<file path="config.mk">
export PLATFORM = sky130hd
export DESIGN_NAME = adpcm_vag_decoder
export DESIGN_NICKNAME = d
export VERILOG_FILES = /design/src/design/avd_pkg.sv /design/src/design/avd_mac.sv /design/src/design/adpcm_vag_decoder.sv
export SDC_FILE = /design/constraint.sdc
export NUM_CORES = 1
export LEC_CHECK = 0
export ABC_AREA = 1
export BUFFER_PORTS_ARGS = -buffer_cell sky130_fd_sc_hd__buf_2
export CAP_MARGIN = 20
export CORE_MARGIN = 3
export CORE_UTILIZATION = 43
export DETAILED_ROUTE_END_ITERATION = 10
export PLACE_DENSITY = 0.67
export SETUP_SLACK_MARGIN = 0.05
export SLEW_MARGIN = 15
export SYNTH_ARGS = -nofsm -noshare
export SYNTH_HDL_FRONTEND = slang
export SYNTH_SLANG_ARGS = --single-unit
</file>
<file path="constraint.sdc">
create_clock -name clk -period 9.59 [get_ports clk]
set_input_delay 1.918 -clock clk [delete_from_list [all_inputs] [get_ports clk]]
set_output_delay 1.918 -clock clk [all_outputs]
set_load 0.02 [all_outputs]
</file>
<file path="src/design/avd_pkg.sv">
// ----------------------------------------------------------------------------
// avd_pkg: shared types and constants of the VAG ADPCM decoder
// Holds the sequencer states, the control group of the shared multiply unit,
// the fixed history widths and the predictor coefficient tables.
// ----------------------------------------------------------------------------
package avd_pkg;

	// History words are signed 40-bit fixed-point values.
	localparam int HIST_W = 40;
	// Predictor coefficients are signed values in units of 1/64.
	localparam int COEF_W = 8;
	// Product of one history word and one coefficient.
	localparam int PROD_W = HIST_W + COEF_W;
	// Sum of two products.
	localparam int SUM_W = PROD_W + 1;
	// Predictor coefficient scale is 2^PRED_SHIFT.
	localparam int PRED_SHIFT = 6;

	localparam logic signed [HIST_W-1:0] HIST_MAX = {1'b0, {(HIST_W-1){1'b1}}};
	localparam logic signed [HIST_W-1:0] HIST_MIN = {1'b1, {(HIST_W-1){1'b0}}};

	// Flag byte that ends decoding of a stream.
	localparam logic [7:0] FLAG_END = 8'd7;
	// Highest filter code that selects a real predictor.
	localparam logic [3:0] FILTER_MAX = 4'd4;
	// Last byte position of a 16-byte frame.
	localparam logic [3:0] POS_LAST = 4'd15;
	localparam logic [3:0] POS_HEAD = 4'd0;
	localparam logic [3:0] POS_FLAG = 4'd1;
	localparam logic [3:0] POS_DATA = 4'd2;

	// Sequencer states.
	typedef enum logic [2:0] {
		ST_IDLE,
		ST_MUL_A,
		ST_MUL_B,
		ST_FINISH,
		ST_EMIT
	} state_t;

	// Control group of the shared multiply-accumulate unit.
	typedef struct packed {
		logic mul_en;    // capture operand times coefficient
		logic acc_load;  // move the previous product into the accumulator
	} mac_ctl_t;

	// First-tap coefficient of each filter.
	function automatic logic signed [COEF_W-1:0] coef_one(input logic [2:0] filt);
		logic signed [COEF_W-1:0] c;
		case (filt)
			3'd1: c = 8'sd60;
			3'd2: c = 8'sd115;
			3'd3: c = 8'sd98;
			3'd4: c = 8'sd122;
			default: c = 8'sd0;
		endcase
		return c;
	endfunction

	// Second-tap coefficient of each filter.
	function automatic logic signed [COEF_W-1:0] coef_two(input logic [2:0] filt);
		logic signed [COEF_W-1:0] c;
		case (filt)
			3'd2: c = -8'sd52;
			3'd3: c = -8'sd55;
			3'd4: c = -8'sd60;
			default: c = 8'sd0;
		endcase
		return c;
	endfunction

endpackage

</file>
<file path="src/design/avd_mac.sv">
// ----------------------------------------------------------------------------
// avd_mac: shared multiply-accumulate unit of the predictor
// One signed 40x8 multiplier with a product register and an accumulator.
// Two passes give the sum of both predictor taps.
// ----------------------------------------------------------------------------
module avd_mac (
	input  logic                                   clk,
	input  logic                                   arst_n,
	input  avd_pkg::mac_ctl_t                      ctl,
	input  logic signed [avd_pkg::HIST_W-1:0]      op_a,
	input  logic signed [avd_pkg::COEF_W-1:0]      coef,
	output logic signed [avd_pkg::SUM_W-1:0]       sum
);

	logic signed [avd_pkg::PROD_W-1:0] prod_d;
	logic signed [avd_pkg::PROD_W-1:0] prod_q;
	logic signed [avd_pkg::PROD_W-1:0] acc_q;
	logic                              prod_ok_q;

	// One multiplication per cycle, registered before any further use.
	assign prod_d = op_a * coef;

	always_ff @(posedge clk) begin
		if (ctl.mul_en) begin
			prod_q <= prod_d;
		end
		if (ctl.acc_load) begin
			acc_q <= prod_q;
		end
	end

	// Tracks that the product register holds a fresh value.
	always_ff @(posedge clk or negedge arst_n) begin
		if (!arst_n) begin
			prod_ok_q <= 1'b0;
		end else begin
			prod_ok_q <= ctl.mul_en;
		end
	end

	// Sum of both taps, read in the cycle after the second product.
	assign sum = avd_pkg::SUM_W'(acc_q) + avd_pkg::SUM_W'(prod_q);

	// An accumulator load always takes a product made in the cycle before.
	a_load_fresh: assert property (@(posedge clk) disable iff (!arst_n)
		ctl.acc_load |-> prod_ok_q)
		else $error("accumulator loaded from a stale product");

	// Every load of the accumulator comes with the second product.
	a_load_pair: assert property (@(posedge clk) disable iff (!arst_n)
		ctl.acc_load |-> ctl.mul_en)
		else $error("accumulator load without second product");

	// The first product is always followed by the second one.
	a_pass_pair: assert property (@(posedge clk) disable iff (!arst_n)
		(ctl.mul_en && !ctl.acc_load) |=> (ctl.mul_en && ctl.acc_load))
		else $error("predictor pass broken after first product");

endmodule

</file>
<file path="src/design/adpcm_vag_decoder.sv">
// ----------------------------------------------------------------------------
// adpcm_vag_decoder: VAG ADPCM stream decoder, one byte per request
// Skips the stream header, parses frame shift/filter and flag bytes, and
// decodes each data byte into two 16-bit PCM samples with a two-tap predictor.
// ----------------------------------------------------------------------------
//
//  Channel  Handshake              Payload
//  -------  ---------------------  -------------------------------------------
//  input    in_valid / in_ready    stream_byte[7:0], stream_start
//  output   out_valid / out_ready  first_sample[15:0], second_sample[15:0],
//                                  end_marker
//
//  Header and shift/filter bytes, and flag bytes other than 7, give no result.
//  A data byte passes through the accept step, then for each nibble two
//  passes of the shared multiplier and one finish step for prediction,
//  rounding and saturation, then the output register load, before in_ready
//  returns. A flag byte of 7 goes from the accept step to the output load.
//  arst_n clears the sequencer, the stream position and the history.
//  A stalled output holds the sequencer in its emit state until the output
//  register is free; the input side stays closed while the result waits there.
// ----------------------------------------------------------------------------
module adpcm_vag_decoder #(
	parameter int HEADER_BYTES  = 16,
	parameter int FRACTION_BITS = 16
) (
	input  logic               clk,
	input  logic               arst_n,
	input  logic               in_valid,
	output logic               in_ready,
	input  logic [7:0]         stream_byte,
	input  logic               stream_start,
	output logic               out_valid,
	input  logic               out_ready,
	output logic signed [15:0] first_sample,
	output logic signed [15:0] second_sample,
	output logic               end_marker
);

	localparam int HCW = $clog2(HEADER_BYTES + 2);
	localparam logic [HCW-1:0] HB_C = HCW'(HEADER_BYTES);
	localparam int HW = avd_pkg::HIST_W;
	localparam int XW = avd_pkg::SUM_W + 1;
	localparam int YW = HW + 1;
	localparam logic signed [YW-1:0] HALF = YW'(1) << (FRACTION_BITS - 1);
	localparam logic signed [YW-1:0] OUT_MAX = YW'(32767);
	localparam logic signed [YW-1:0] OUT_MIN = -YW'(32768);

	avd_pkg::state_t state_q, state_d;

	// Stream position state.
	logic           in_header_q;
	logic [HCW-1:0] hcnt_q;
	logic [3:0]     pos_q;
	logic [3:0]     shift_q;
	logic [2:0]     filt_q;
	logic           stopped_q;
	logic signed [HW-1:0] h1_q;
	logic signed [HW-1:0] h2_q;

	// Working data of the byte being decoded.
	logic [7:0]         byte_q;
	logic               nib_sel_q;
	logic signed [15:0] res_first_q;
	logic signed [15:0] res_second_q;
	logic               res_end_q;

	// Output register.
	logic               out_valid_q;
	logic signed [15:0] out_first_q;
	logic signed [15:0] out_second_q;
	logic               out_end_q;

	logic               in_fire;
	logic               out_free;
	logic               stop_eff;
	logic               hdr_eff;
	logic [HCW-1:0]     hcnt_eff;
	logic [HCW-1:0]     hcnt_inc;
	logic [3:0]         pos_eff;
	logic               hdr_take;
	logic               live;
	logic               data_go;
	logic               end_go;
	logic [2:0]         filt_new;

	avd_pkg::mac_ctl_t                  mac_ctl;
	logic signed [HW-1:0]               mac_op;
	logic signed [avd_pkg::COEF_W-1:0]  mac_coef;
	logic signed [avd_pkg::SUM_W-1:0]   mac_sum;

	logic [3:0]           nib;
	logic signed [15:0]   nib_word;
	logic signed [15:0]   base_sh;
	logic signed [XW-1:0] x_full;
	logic signed [HW-1:0] h_new;
	logic signed [YW-1:0] y_val;
	logic signed [YW-1:0] q_val;
	logic signed [YW-1:0] r_val;
	logic signed [15:0]   sample;

	assign in_fire  = in_valid && in_ready;
	assign out_free = !out_valid_q || out_ready;

	// Byte classification, with a stream start applied first.
	always_comb begin
		stop_eff = stream_start ? 1'b0 : stopped_q;
		hdr_eff  = stream_start ? 1'b1 : in_header_q;
		hcnt_eff = stream_start ? '0 : hcnt_q;
		pos_eff  = stream_start ? avd_pkg::POS_HEAD : pos_q;
		hcnt_inc = hcnt_eff + 1'b1;
		hdr_take = !stop_eff && hdr_eff && (hcnt_eff < HB_C);
		live     = !stop_eff && !hdr_take;
		data_go  = live && (pos_eff >= avd_pkg::POS_DATA);
		end_go   = live && (pos_eff == avd_pkg::POS_FLAG) &&
			(stream_byte == avd_pkg::FLAG_END);
		filt_new = (stream_byte[7:4] > avd_pkg::FILTER_MAX) ? 3'd0 : stream_byte[6:4];
	end

	// Sequencer next state.
	always_comb begin
		state_d = state_q;
		case (state_q)
			avd_pkg::ST_IDLE: begin
				if (in_fire && data_go) begin
					state_d = avd_pkg::ST_MUL_A;
				end else if (in_fire && end_go) begin
					state_d = avd_pkg::ST_EMIT;
				end
			end
			avd_pkg::ST_MUL_A: state_d = avd_pkg::ST_MUL_B;
			avd_pkg::ST_MUL_B: state_d = avd_pkg::ST_FINISH;
			avd_pkg::ST_FINISH: begin
				state_d = nib_sel_q ? avd_pkg::ST_EMIT : avd_pkg::ST_MUL_A;
			end
			avd_pkg::ST_EMIT: begin
				if (out_free) begin
					state_d = avd_pkg::ST_IDLE;
				end
			end
			default: state_d = avd_pkg::ST_IDLE;
		endcase
	end

	// Sequencer outputs: handshake and multiplier operands.
	always_comb begin
		in_ready         = 1'b0;
		mac_ctl.mul_en   = 1'b0;
		mac_ctl.acc_load = 1'b0;
		mac_op           = h1_q;
		mac_coef         = avd_pkg::coef_one(filt_q);
		case (state_q)
			avd_pkg::ST_IDLE: in_ready = 1'b1;
			avd_pkg::ST_MUL_A: mac_ctl.mul_en = 1'b1;
			avd_pkg::ST_MUL_B: begin
				mac_ctl.mul_en   = 1'b1;
				mac_ctl.acc_load = 1'b1;
				mac_op           = h2_q;
				mac_coef         = avd_pkg::coef_two(filt_q);
			end
			default: begin
			end
		endcase
	end

	avd_mac u_mac (
		.clk    (clk),
		.arst_n (arst_n),
		.ctl    (mac_ctl),
		.op_a   (mac_op),
		.coef   (mac_coef),
		.sum    (mac_sum)
	);

	// Finish step: shifted nibble plus prediction, then round and saturate.
	always_comb begin
		nib      = nib_sel_q ? byte_q[7:4] : byte_q[3:0];
		nib_word = {nib, 12'h000};
		base_sh  = nib_word >>> shift_q;
		x_full   = (XW'(base_sh) <<< FRACTION_BITS) +
			XW'(mac_sum >>> avd_pkg::PRED_SHIFT);
		if (x_full > XW'(avd_pkg::HIST_MAX)) begin
			h_new = avd_pkg::HIST_MAX;
		end else if (x_full < XW'(avd_pkg::HIST_MIN)) begin
			h_new = avd_pkg::HIST_MIN;
		end else begin
			h_new = x_full[HW-1:0];
		end
		y_val = YW'(h_new) + HALF;
		q_val = y_val >>> FRACTION_BITS;
		// Floor plus one on a negative value with a fraction truncates toward zero.
		if (y_val[YW-1] && (|y_val[FRACTION_BITS-1:0])) begin
			r_val = q_val + YW'(1);
		end else begin
			r_val = q_val;
		end
		if (r_val > OUT_MAX) begin
			sample = 16'sh7fff;
		end else if (r_val < OUT_MIN) begin
			sample = -16'sh8000;
		end else begin
			sample = r_val[15:0];
		end
	end

	// Sequencer state register.
	always_ff @(posedge clk or negedge arst_n) begin
		if (!arst_n) begin
			state_q <= avd_pkg::ST_IDLE;
		end else begin
			state_q <= state_d;
		end
	end

	// Stream position, frame parameters and history.
	always_ff @(posedge clk or negedge arst_n) begin
		if (!arst_n) begin
			in_header_q <= 1'b1;
			hcnt_q      <= '0;
			pos_q       <= avd_pkg::POS_HEAD;
			shift_q     <= '0;
			filt_q      <= '0;
			stopped_q   <= 1'b0;
			h1_q        <= '0;
			h2_q        <= '0;
			nib_sel_q   <= 1'b0;
		end else begin
			if (in_fire) begin
				stopped_q <= stop_eff || end_go;
				nib_sel_q <= 1'b0;
				if (stop_eff) begin
					in_header_q <= hdr_eff;
				end else if (hdr_take) begin
					in_header_q <= (hcnt_inc < HB_C);
				end else begin
					in_header_q <= 1'b0;
				end
				hcnt_q <= hdr_take ? hcnt_inc : hcnt_eff;
				if (stream_start) begin
					h1_q <= '0;
					h2_q <= '0;
				end
				if (live && (pos_eff == avd_pkg::POS_HEAD)) begin
					shift_q <= stream_byte[3:0];
					filt_q  <= filt_new;
				end else if (stream_start) begin
					shift_q <= '0;
					filt_q  <= '0;
				end
				if (!live) begin
					pos_q <= pos_eff;
				end else if (pos_eff == avd_pkg::POS_HEAD) begin
					pos_q <= avd_pkg::POS_FLAG;
				end else if (pos_eff == avd_pkg::POS_FLAG) begin
					pos_q <= end_go ? avd_pkg::POS_HEAD : avd_pkg::POS_DATA;
				end else if (pos_eff == avd_pkg::POS_LAST) begin
					pos_q <= avd_pkg::POS_HEAD;
				end else begin
					pos_q <= pos_eff + 4'd1;
				end
			end else if (state_q == avd_pkg::ST_FINISH) begin
				h2_q      <= h1_q;
				h1_q      <= h_new;
				nib_sel_q <= !nib_sel_q;
			end
		end
	end

	// Result staging while the byte is decoded.
	always_ff @(posedge clk) begin
		if (in_fire) begin
			byte_q       <= stream_byte;
			res_first_q  <= '0;
			res_second_q <= '0;
			res_end_q    <= end_go;
		end else if (state_q == avd_pkg::ST_FINISH) begin
			if (nib_sel_q) begin
				res_second_q <= sample;
			end else begin
				res_first_q <= sample;
			end
		end
	end

	// Output register valid.
	always_ff @(posedge clk or negedge arst_n) begin
		if (!arst_n) begin
			out_valid_q <= 1'b0;
		end else if ((state_q == avd_pkg::ST_EMIT) && out_free) begin
			out_valid_q <= 1'b1;
		end else if (out_ready) begin
			out_valid_q <= 1'b0;
		end
	end

	// Output register payload.
	always_ff @(posedge clk) begin
		if ((state_q == avd_pkg::ST_EMIT) && out_free) begin
			out_first_q  <= res_first_q;
			out_second_q <= res_second_q;
			out_end_q    <= res_end_q;
		end
	end

	assign out_valid     = out_valid_q;
	assign first_sample  = out_first_q;
	assign second_sample = out_second_q;
	assign end_marker    = out_end_q;

	// An end-of-stream result carries silent samples.
	a_end_silent: assert property (@(posedge clk) disable iff (!arst_n)
		(out_valid && end_marker) |-> (first_sample == 16'sd0 && second_sample == 16'sd0))
		else $error("end marker result with nonzero samples");

	// A byte taken while stopped and without a start starts no decoding.
	a_stopped_quiet: assert property (@(posedge clk) disable iff (!arst_n)
		(in_fire && stopped_q && !stream_start) |=> (state_q == avd_pkg::ST_IDLE))
		else $error("decoding started on a stopped stream");

	// The header count never passes the header length.
	a_hcnt_range: assert property (@(posedge clk) disable iff (!arst_n)
		hcnt_q <= HB_C)
		else $error("header count beyond header length");

	// While the header is skipped, no frame has begun.
	a_header_pos: assert property (@(posedge clk) disable iff (!arst_n)
		in_header_q |-> (pos_q == avd_pkg::POS_HEAD))
		else $error("frame position moved inside header");

	// The second nibble's finish step always hands the byte to the output.
	a_finish_emit: assert property (@(posedge clk) disable iff (!arst_n)
		(state_q == avd_pkg::ST_FINISH && nib_sel_q) |=> (state_q == avd_pkg::ST_EMIT))
		else $error("second nibble finished without emit");

endmodule
</file>
* After elaboration in Yosys (flattened, before gate mapping)
Cells that the tools add are included.
** Operators by class
- $add $sub $neg :: 6
- Multiply operators :: 1
- Magnitude comparators :: 8
- Equal/unequal tests :: 14
- Shift operators :: 1
- Multiplexer cells :: 44
- Bitwise logic cells :: 1
- Reductions and logical operators :: 30
** Operators by type and width (number)
- 40-bit two-way mux :: 8
- 48-bit by 48-bit adder with 49-bit output :: 1
- 40-bit by 8-bit multiplier with 48-bit output :: 1
- 32-bit by 43-bit adder with 44-bit output :: 1
- 44-bit by 40-bit greater-than comparator with 1-bit output, second input constant :: 1
- 44-bit by 40-bit < comparator with 1-bit output, second input constant :: 1
- 40-bit by 17-bit adder with 41-bit output, second input constant :: 1
- 41-bit by 16-bit greater-than comparator with 1-bit output, second input constant :: 1
- 41-bit by 16-bit < comparator with 1-bit output, second input constant :: 1
- 41-bit two-way mux :: 1
- 16-bit two-way mux :: 2
- 4-bit two-way mux :: 8
- 7-bit one-hot mux with 4 select lines :: 1
- 25-bit by 2-bit adder with 26-bit output, second input constant :: 1
- 8-bit one-hot mux with 3 select lines :: 1
- 3-bit two-way mux :: 7
- 16-bit OR reduction :: 1
- 16-bit by 4-bit >>> shifter with 16-bit output :: 1
- 3-bit one-hot mux with 5 select lines :: 1
- 3-bit by 2-bit equality test with 1-bit output, second input constant :: 4
- 1-bit logical AND :: 12
- 1-bit two-way mux :: 11
- 5-bit < comparator, second input constant :: 2
- 5-bit two-way mux :: 2
- other kinds (21) :: 34
** Word-level totals
- Register bits :: 273
- Input bits :: 13
- Output and inout port bits :: 35
- Logic and storage cells :: 125

* Longest topological paths before layout
Gate-level depths: netlist of run 1.
- Word-level depth :: 13
- Gate-level depth with buffers :: 62
- Mapped depth without buffers :: 59

* By module
Synthesis of run 1 repeated with hierarchy kept, for this count alone.
** Second synthesis, totals
- Cell total of the unflattened synthesis :: 4752
- Area total of the unflattened synthesis :: 32049.5 um^2
** By module, submodules not included
- avd_mac :: times used 1, cells each 3087, area each 20303.2 um^2, sequential area each 2882.8 um^2
- adpcm_vag_decoder :: times used 1, cells each 1665, area each 11746.3 um^2, sequential area each 4480.5 um^2

* Worst setup path before layout of run 1
Ideal clock, no wire load.
- Path type :: flip-flop to flip-flop
- Start :: register state_q[2]
- End :: register u_mac.prod_q[44] (netlist bit), data pin
- Setup time :: 0.260 ns
- Arrival time :: 7.398 ns
- Data required time :: 9.330 ns
- Setup slack :: 1.932 ns
- Stages on the path, launching flop included :: 37
- Path buffers :: 1
- Clock period less this slack :: 7.658 ns
- Cell sequence :: dfrtp_1 -> nor2_1 -> nand2_1 -> inv_1 -> nor2_1 -> inv_1 -> nand2_1 -> clkbuf_1 -> nand2_1 -> fa_1 -> fa_1 -> inv_1 -> fa_1 -> fa_1 -> ha_1 -> a21oi_1 -> nand2_1 -> a21oi_1 -> o21ai_0 -> nand3_1 -> nand2_1 -> a21boi_0 -> o21bai_1 -> nand2_1 -> nand2_1 -> a21boi_0 -> o21ai_0 -> nand2_1 -> nand2_1 -> a21oi_1 -> o21ai_0 -> a21boi_0 -> inv_1 -> nand3_1 -> nor3_1 -> nor2_1 -> xor2_1
** On the way
- Word-level cells in the longest chain between the ends :: 3
- Elaborated cells on any way between the ends :: 4
- Those cells by class :: mul (1); eq/ne (1); mux (2)
** RTL lines
- from (decl) :: line adpcm_vag_decoder.sv:48 : avd_pkg::state_t state_q, state_d;
- from (signal assigned) :: line adpcm_vag_decoder.sv:208 : state_q <= avd_pkg::ST_IDLE;
- from (signal assigned) :: line adpcm_vag_decoder.sv:210 : state_q <= state_d;
- 3-bit by 2-bit equality test with 1-bit output (*) :: line adpcm_vag_decoder.sv:151 : case (state_q)
- 40-bit two-way mux or 8-bit two-way mux (tied branches) :: line adpcm_vag_decoder.sv:151
- 40-bit by 8-bit multiplier with 48-bit output (*) :: line avd_mac.sv:21 : assign prod_d = op_a * coef;
- via u_mac.prod_d, one bit :: line avd_mac.sv:15 : logic signed [avd_pkg::PROD_W-1:0] prod_d;
- to (signal assigned) :: line avd_mac.sv:25 : prod_q <= prod_d;
- to (decl) :: line avd_mac.sv:16 : logic signed [avd_pkg::PROD_W-1:0] prod_q;
Mark *: on every way through the listed nets, which the timed path passes. The rest lies on a longest branch.
A chain may end at the register's enable or synchronous reset.

* Final worst setup path of run 1
- Start :: register u_mac.prod_q[8] (netlist bit)
- End :: register res_second_q[4]
** On the way
- Word-level cells in the longest chain between the ends :: 12
- Elaborated cells on any way between the ends :: 15
- Those cells by class :: add/sub (4); order compare (4); mux (5); reduce/logical (2)
** RTL lines
- 48-bit by 48-bit adder with 49-bit output (*) :: line avd_mac.sv:42 : assign sum = avd_pkg::SUM_W'(acc_q) + avd_pkg::SUM_W'(prod_q);
- 32-bit by 43-bit adder with 44-bit output (*) :: line adpcm_vag_decoder.sv:179 : x_full = (XW'(base_sh) <<< FRACTION_BITS) +
- 44-bit by 40-bit < comparator with 1-bit output :: line adpcm_vag_decoder.sv:183 : end else if (x_full < XW'(avd_pkg::HIST_MIN)) begin
- 40-bit two-way mux :: line adpcm_vag_decoder.sv:183
- 40-bit two-way mux (*) :: line adpcm_vag_decoder.sv:181 : if (x_full > XW'(avd_pkg::HIST_MAX)) begin
- 40-bit by 17-bit adder with 41-bit output (*) :: line adpcm_vag_decoder.sv:188 : y_val = YW'(h_new) + HALF;
- branches (longest 2 deep; another with 25-bit by 2-bit adder with 26-bit output)
- 41-bit two-way mux (*) :: line adpcm_vag_decoder.sv:191 : if (y_val[YW-1] && (|y_val[FRACTION_BITS-1:0])) begin
- 41-bit by 16-bit < comparator with 1-bit output :: line adpcm_vag_decoder.sv:198 : end else if (r_val < OUT_MIN) begin
- 16-bit two-way mux :: line adpcm_vag_decoder.sv:198
- 16-bit two-way mux (*) :: line adpcm_vag_decoder.sv:196 : if (r_val > OUT_MAX) begin
- to (signal assigned) :: line adpcm_vag_decoder.sv:277 : res_second_q <= sample;
- to (decl) :: line adpcm_vag_decoder.sv:64 : logic signed [15:0] res_second_q;
Mark *: on every way between the ends.

==> run summary, run 1 <==
DRC errors left - 0
RSZ-0062 raised after global routing - no
Hold Worst Slack - 427.9 ps
DR vias - 22099
Post-synthesis sequential area ratio - 27.24%
Number of synthesized flops with an enable pin - 138
Fin. max-slew vios - 0
Finish-stage setup viols - 0
Die Wd - 256.7 um
Max_cap viols - 0
Met1 usage - 31.68%
Hold Path Class - reg -> reg
Final WL - 72720 um
Post-Synthesis Cell Area - 0.02704 mm^2
Cell with the most instances after synthesis - nand2_1
Fillers - 6123
Ports - 48
Port bufs - 47
# hold bufs at CTS - 0
Vias in the first global route - 21427
Worst-Skew Late Latency - 550 ps
GRT Total Usage - 22.08%
Grt met2 use - 34.20%
Largest net degree at the start of global routing - 72
Max FO, Critical Path - 41
H-tree depth - 2
Synth Area per Inst - 7.862 um^2
First-pass GRT wire length - 116200 um
Final Hold Vio Count - 0
Core Box Area - 0.06194 mm^2
Synth top area cells - fa_1 18%, edfxtp_1 15%, nand2_1 11%
Status - complete, no violations
Synthesized flop and latch total - 273
Yosys cell types - 58
Flop2flop setup slack - 920 ps
Site Rows - 91
DIE AREA - 0.06592 mm^2
WP data required - 10080 ps
Most frequent CP cell - nand2_1
Element type at the critical path end - register
Syn-to-layout area delta - 8.043%
Antenna violations before repair - 4
First DRT Iteration DRCs - 1673
Final nets - 3898
Ys Warns - 0
Post-synth top cells - 793 x nand2_1, 661 x inv_1, 406 x nor2_1
Clk_skew - 23.77 ps
DR WL/cell - 16.81 um
Clk sinks - 273
Met3 usage - 3.931%
First-pass DRT Iterations - 5
Least-Margin Pin Slew - 922.2 ps
Dpl hpwl - 57500 um
Slew HR - 38.52%
Crit path kind - reg -> reg
CP startpoint kind - register
CTS tree - done
Period minus WS final - 8668 ps
Synth top area share - 18.44%
CTS-repair resized insts - 0
Ys async rst share - 37.73%
Overflow after GRT - 0
Initial core utilization - 43.65%
Routed Antenna Nets - 0
CTS clk-pin slew, worst paths - 60 ps
Root buffer cell - clkbuf_16
Slowest Stage Delay on Critical Path - 470 ps
Fmax - 115.4 MHz
TritonCTS Buffers - 34
Share of cells above drive strength 1 - 6.936%
Ys flop type - edfxtp_1
Postcts setup bufs - 0
RD Place Congestion - 0.9757
Period utilization - 90.39%
Die height - 256.7 um
Most used routing layer - met2
Leading area contributor after synthesis - fa_1
CP Data Arrival Time - 9160 ps
Worst-case clock buffer depth - 3
Final setup TNS - 0 ps
Slowest library cell on the worst path - o21bai_4
Syn Nets - 3874
Cell count after synthesis - 3439
Drt via density - 5.107
==> sequential cells by signal, summed over array words and instances (netlist names), 3 cells and up <==
name	count
u_mac.acc_q	48
u_mac.prod_q	48
h1_q	40
h2_q	40
first_sample	16
res_first_q	16
res_second_q	16
second_sample	16
byte_q	8
hcnt_q	5
pos_q	4
shift_q	4
filt_q	3
state_q	3
==> per-layer routing <==
layer	wire (um)	share of wire [%]
met2	32050	44
met3	4995	6.9
met1	33610	46
met4	2023	2.8
met5	41	0.056
==> cell usage in the layout, fill, tap and decap left out, drive strengths merged, types with 2 or more instances in the layout <==
cell type	n
edfxtp	138
o21a	8
a41oi	2
o22ai	71
or2	2
o21ai	133
o21bai	9
clkinv	13
nand3b	5
nand3	112
mux2i	2
xor2	97
a21boi	7
fa	249
buf	68
o31ai	6
dfrtp	102
o32ai	2
clkinvlp	2
ha	173
nor4	4
inv	674
bufinv	2
xnor2	32
dfxtp	32
o211ai	11
a21oi	138
nor2	431
and2	2
a22oi	2
clkbuf	44
nand2	847
nor3	12
nand4	33
a31oi	19
==> worst paths after layout <==
check | startpoint | endpoint | cells past startpoint
max | u_mac.prod_q[8] | res_second_q[4] | 55
min | res_first_q[3] | first_sample[3] | 0
max reg2reg | u_mac.prod_q[8] | res_second_q[4] | 55
min reg2reg | res_first_q[3] | first_sample[3] | 0
max in group asynchronous | arst_n | h1_q[35] | 2
min in group asynchronous | arst_n | filt_q[0] | 1
==> cell families (layout without fill, tap and decap cells) <==
kind of cell,Yosys count,after routing,share of synthesized area [%]
compound gates,411,411,8.654
xor+xnor,129,129,4.179
fa+ha+maj,422,422,26.44
buf+inv,753,803,10.99
flops,273,273,27.24
mux,2,2,0.07405
other cells,0,1,0
simple gates,1449,1449,22.43
==> final cells by class <==
type                    count  area (um^2)  share of cell area [%]
multi-input cells        2413        16750                   57.36
flip-flops and latches    273         7363                   25.21
repair buffers             68        395.4                   1.354
clock inverters            18        182.7                  0.6254
well taps                 837         1047                   3.585
diodes                      1        2.502                0.008567
inverters                 673         2526                   8.648
clock buffers              44        938.4                   3.213
==> stage by stage <==
stage	utilization [%]	setup slack, ps	area [um^2]	std cells
2_1_floorplan	-	1932	27040	3439
3_3_place_gp	45.34	1117	28080	4264
3_5_place_dp	45.34	955.8	28080	4264
4_1_cts	47.15	897.1	29210	4326
5_1_grt	47.16	54.33	29210	4326
6_report	47.16	922.0	29210	4327
==> worst max-delay path: cells and delay by family (launching register included) <==
| kind | cells | cell delay [ps] |
|---|---|---|
| xor gates and xnor gates | 1 | 170 |
| DFF | 1 | 390 |
| adders and majority gates | 3 | 1060 |
| buffers and inverters | 4 | 300 |
| AOI/OAI and AO/OA | 8 | 2210 |
| and+or+nand+nor | 39 | 4480 |
Power of run 1 is not shown: default switching activity piles up to over one toggle a cycle in this logic, so the estimate is an artifact.
==> inputs of run 2 (changes only) <==
CORE_MARGIN = 2   (was 3)
==> run 2 against run 1 <==
Clock-buffer cell count shrank 1. Sequential share of layout area is essentially flat. Routed wire length grew 0.60%. Critical path depth is the same. Hold slack lost 5.7 ps. Global-route usage grew 1.2 points. Non-clock buffer count grew 1.
==> run summary, run 2 (synthesis gave the netlist of run 1 again) <==
Status - complete, no violations (unchanged)
CTS clk-pin slew, worst paths - 60 ps (about the same)
Core Box Area - 0.06194 mm^2 (unchanged)
CTS tree - done (unchanged)
# hold bufs at CTS - 0 (unchanged)
H-tree depth - 2 (unchanged)
CP startpoint kind - register (unchanged)
First DRT Iteration DRCs - 1796 (was 1673)
Period utilization - 89.27% (was 90.39%)
DRC errors left - 0 (unchanged)
Placement Cell Area - 0.02809 mm^2 (was 0.02808 mm^2)
Worst-Skew Late Latency - 550 ps (about the same)
Clk_skew - 25.40 ps (was 23.77 ps)
Period minus WS final - 8561 ps (was 8668 ps)
Slowest library cell on the worst path - o21ai_0 (was o21bai_4)
Final setup TNS - 0 ps (unchanged)
Final WL - 73150 um (was 72720 um)
WP data required - 10040 ps (was 10080 ps)
Routed Antenna Nets - 0 (unchanged)
GRT Total Usage - 23.25% (was 22.08%)
Die height - 254.7 um (was 256.7 um)
Worst Hold Path Cells - 0 (unchanged)
Least-Margin Pin Slew - 925.5 ps (was 922.2 ps)
Hold Path Class - reg -> reg (unchanged)
Hold_sp - res_end_q (was res_first_q[3])
Final core occ - 47.25% (was 47.16%)
R2R Path Start - u_mac.prod_q[8] (unchanged)
TritonCTS Buffers - 34 (unchanged)
Ports - 48 (unchanged)
CP top delay family - simple AND/OR/NAND/NOR gates (unchanged)
CTS-repair resized insts - 0 (unchanged)
DIE AREA - 0.06490 mm^2 (was 0.06592 mm^2)
RD Place Congestion - 0.9768 (was 0.9757)
Element type at the critical path end - register (unchanged)
Biggest regs - u_mac.acc_q: 48 flops, u_mac.prod_q: 48 flops (unchanged)
Fin. max-slew vios - 0 (unchanged)
DR WL/cell - 16.91 um (was 16.81 um)
Diodes inserted - 0 (was 1)
Register area - 0.007363 mm^2 (unchanged)
Worst R2R End - res_first_q[12] (was res_second_q[4])
Crit path kind - reg -> reg (unchanged)
Most frequent CP cell - nand2_1 (unchanged)
Most frequent cells in the layout - 790 x nand2_1, 660 x inv_1, 401 x nor2_1 (unchanged)
Overflow after GRT - 0 (unchanged)
Most common cell after layout, fill and taps aside - nand2_1 (unchanged)
Flop2flop setup slack - 1030 ps (was 920 ps)
Area of the multi-input gates - 0.01675 mm^2 (unchanged)
Max FO, Critical Path - 41 (unchanged)
Fmax - 116.8 MHz (was 115.4 MHz)
DR vias - 22158 (was 22099)
Finish-stage setup viols - 0 (unchanged)
Clk sinks - 273 (unchanged)
Drt via density - 5.121 (was 5.107)
Largest net degree at the start of global routing - 79 (was 72)
RSZ-0062 raised after global routing - no (unchanged)
Die Wd - 254.7 um (was 256.7 um)
CP Data Arrival Time - 9010 ps (was 9160 ps)
Initial core utilization - 43.65% (unchanged)
Max_cap viols - 0 (unchanged)
Slowest Stage Delay on Critical Path - 400 ps (was 470 ps)
Slew HR - 38.30% (was 38.52%)
Final instance area - 0.02927 mm^2 (was 0.02921 mm^2)
Port bufs - 47 (unchanged)
Pre-CTS setup slack - 920.7 ps (was 955.8 ps)
First-pass GRT wire length - 118500 um (was 116200 um)
R2r worst-path depth - 55 (unchanged)
Share of cells above drive strength 1 - 6.934% (was 6.936%)
Dpl hpwl - 57930 um (was 57500 um)
Final nets - 3899 (was 3898)
Final Hold Vio Count - 0 (unchanged)
First-pass DRT Iterations - 6 (was 5)
Site Rows - 91 (unchanged)
Syn-to-layout area delta - 8.252% (was 8.043%)
Antenna violations before repair - 1 (was 4)
Final WS setup - 1029 ps (was 922.0 ps)
Fillers - 6126 (was 6123)
Vias in the first global route - 21720 (was 21427)
Hold Path End - end_marker (was first_sample[3])
CP bufs+invs - 5 (was 4)
Root buffer cell - clkbuf_16 (unchanged)
Worst-case clock buffer depth - 3 (unchanged)
## run 2: changes by cell type in the layout (fill, tap and decap cells not counted), sizes merged
cell	previous run	this run
diode	1	0
buf	68	69
clkinvlp	2	3
bufinv	2	3
clkbuf	44	43
clkinv	13	12
## run 2: cell type report
| type | count | share of cell area [%] |
|---|---|---|
| Multi-Input combinational cell | 2413 | 57.25 |
| Tap cell | 837 | 3.578 |
| Inverter | 673 | 8.632 |
| Sequential cell | 273 | 25.16 |
| Clock inverter | 19 | 0.7268 |
| Timing Repair Buffer | 69 | 1.419 |
| Clock buffer | 43 | 3.236 |
## run 2: repair_timing
item | in CTS | in global routing
endpoints found under the setup margin | 0 | 29
setup buffers | 0 | 1
hold endpoints to repair | 0 | 0
## run 2: worst max path at each step
stage                startpoint               end  cells after the start
6_report        u_mac.prod_q[8]   res_first_q[12]                     55
2_1_floorplan        state_q[2]  u_mac.prod_q[44]                     36
4_1_cts         u_mac.prod_q[8]   res_second_q[0]                     55
3_5_place_dp    u_mac.prod_q[7]   res_second_q[0]                     55
5_1_grt        u_mac.prod_q[11]   res_first_q[11]                     55
3_3_place_gp    u_mac.prod_q[7]   res_second_q[2]                     55
## run 2: per-layer routing
layer	up-vias	share of wire [%]	GRT usage, %	wire [um]
met5	-	0.018	0	13
met4	2	2.0	5.063	1447
met3	93	7.2	4.072	5286
met2	677	44	35.99	32220
met1	10608	47	34.02	34180
li1	10778	-	-	-
## run 2: stage by stage
stage / hold WS (ps) / std cells
global route: 443.4 / 4327
floorplan: 400.3 / 3439
detailed placement: 411.4 / 4264
global placement: 411.0 / 4264
CTS: 424.6 / 4326
finish: 422.2 / 4327
Power of run 2 is left out for the same reason.
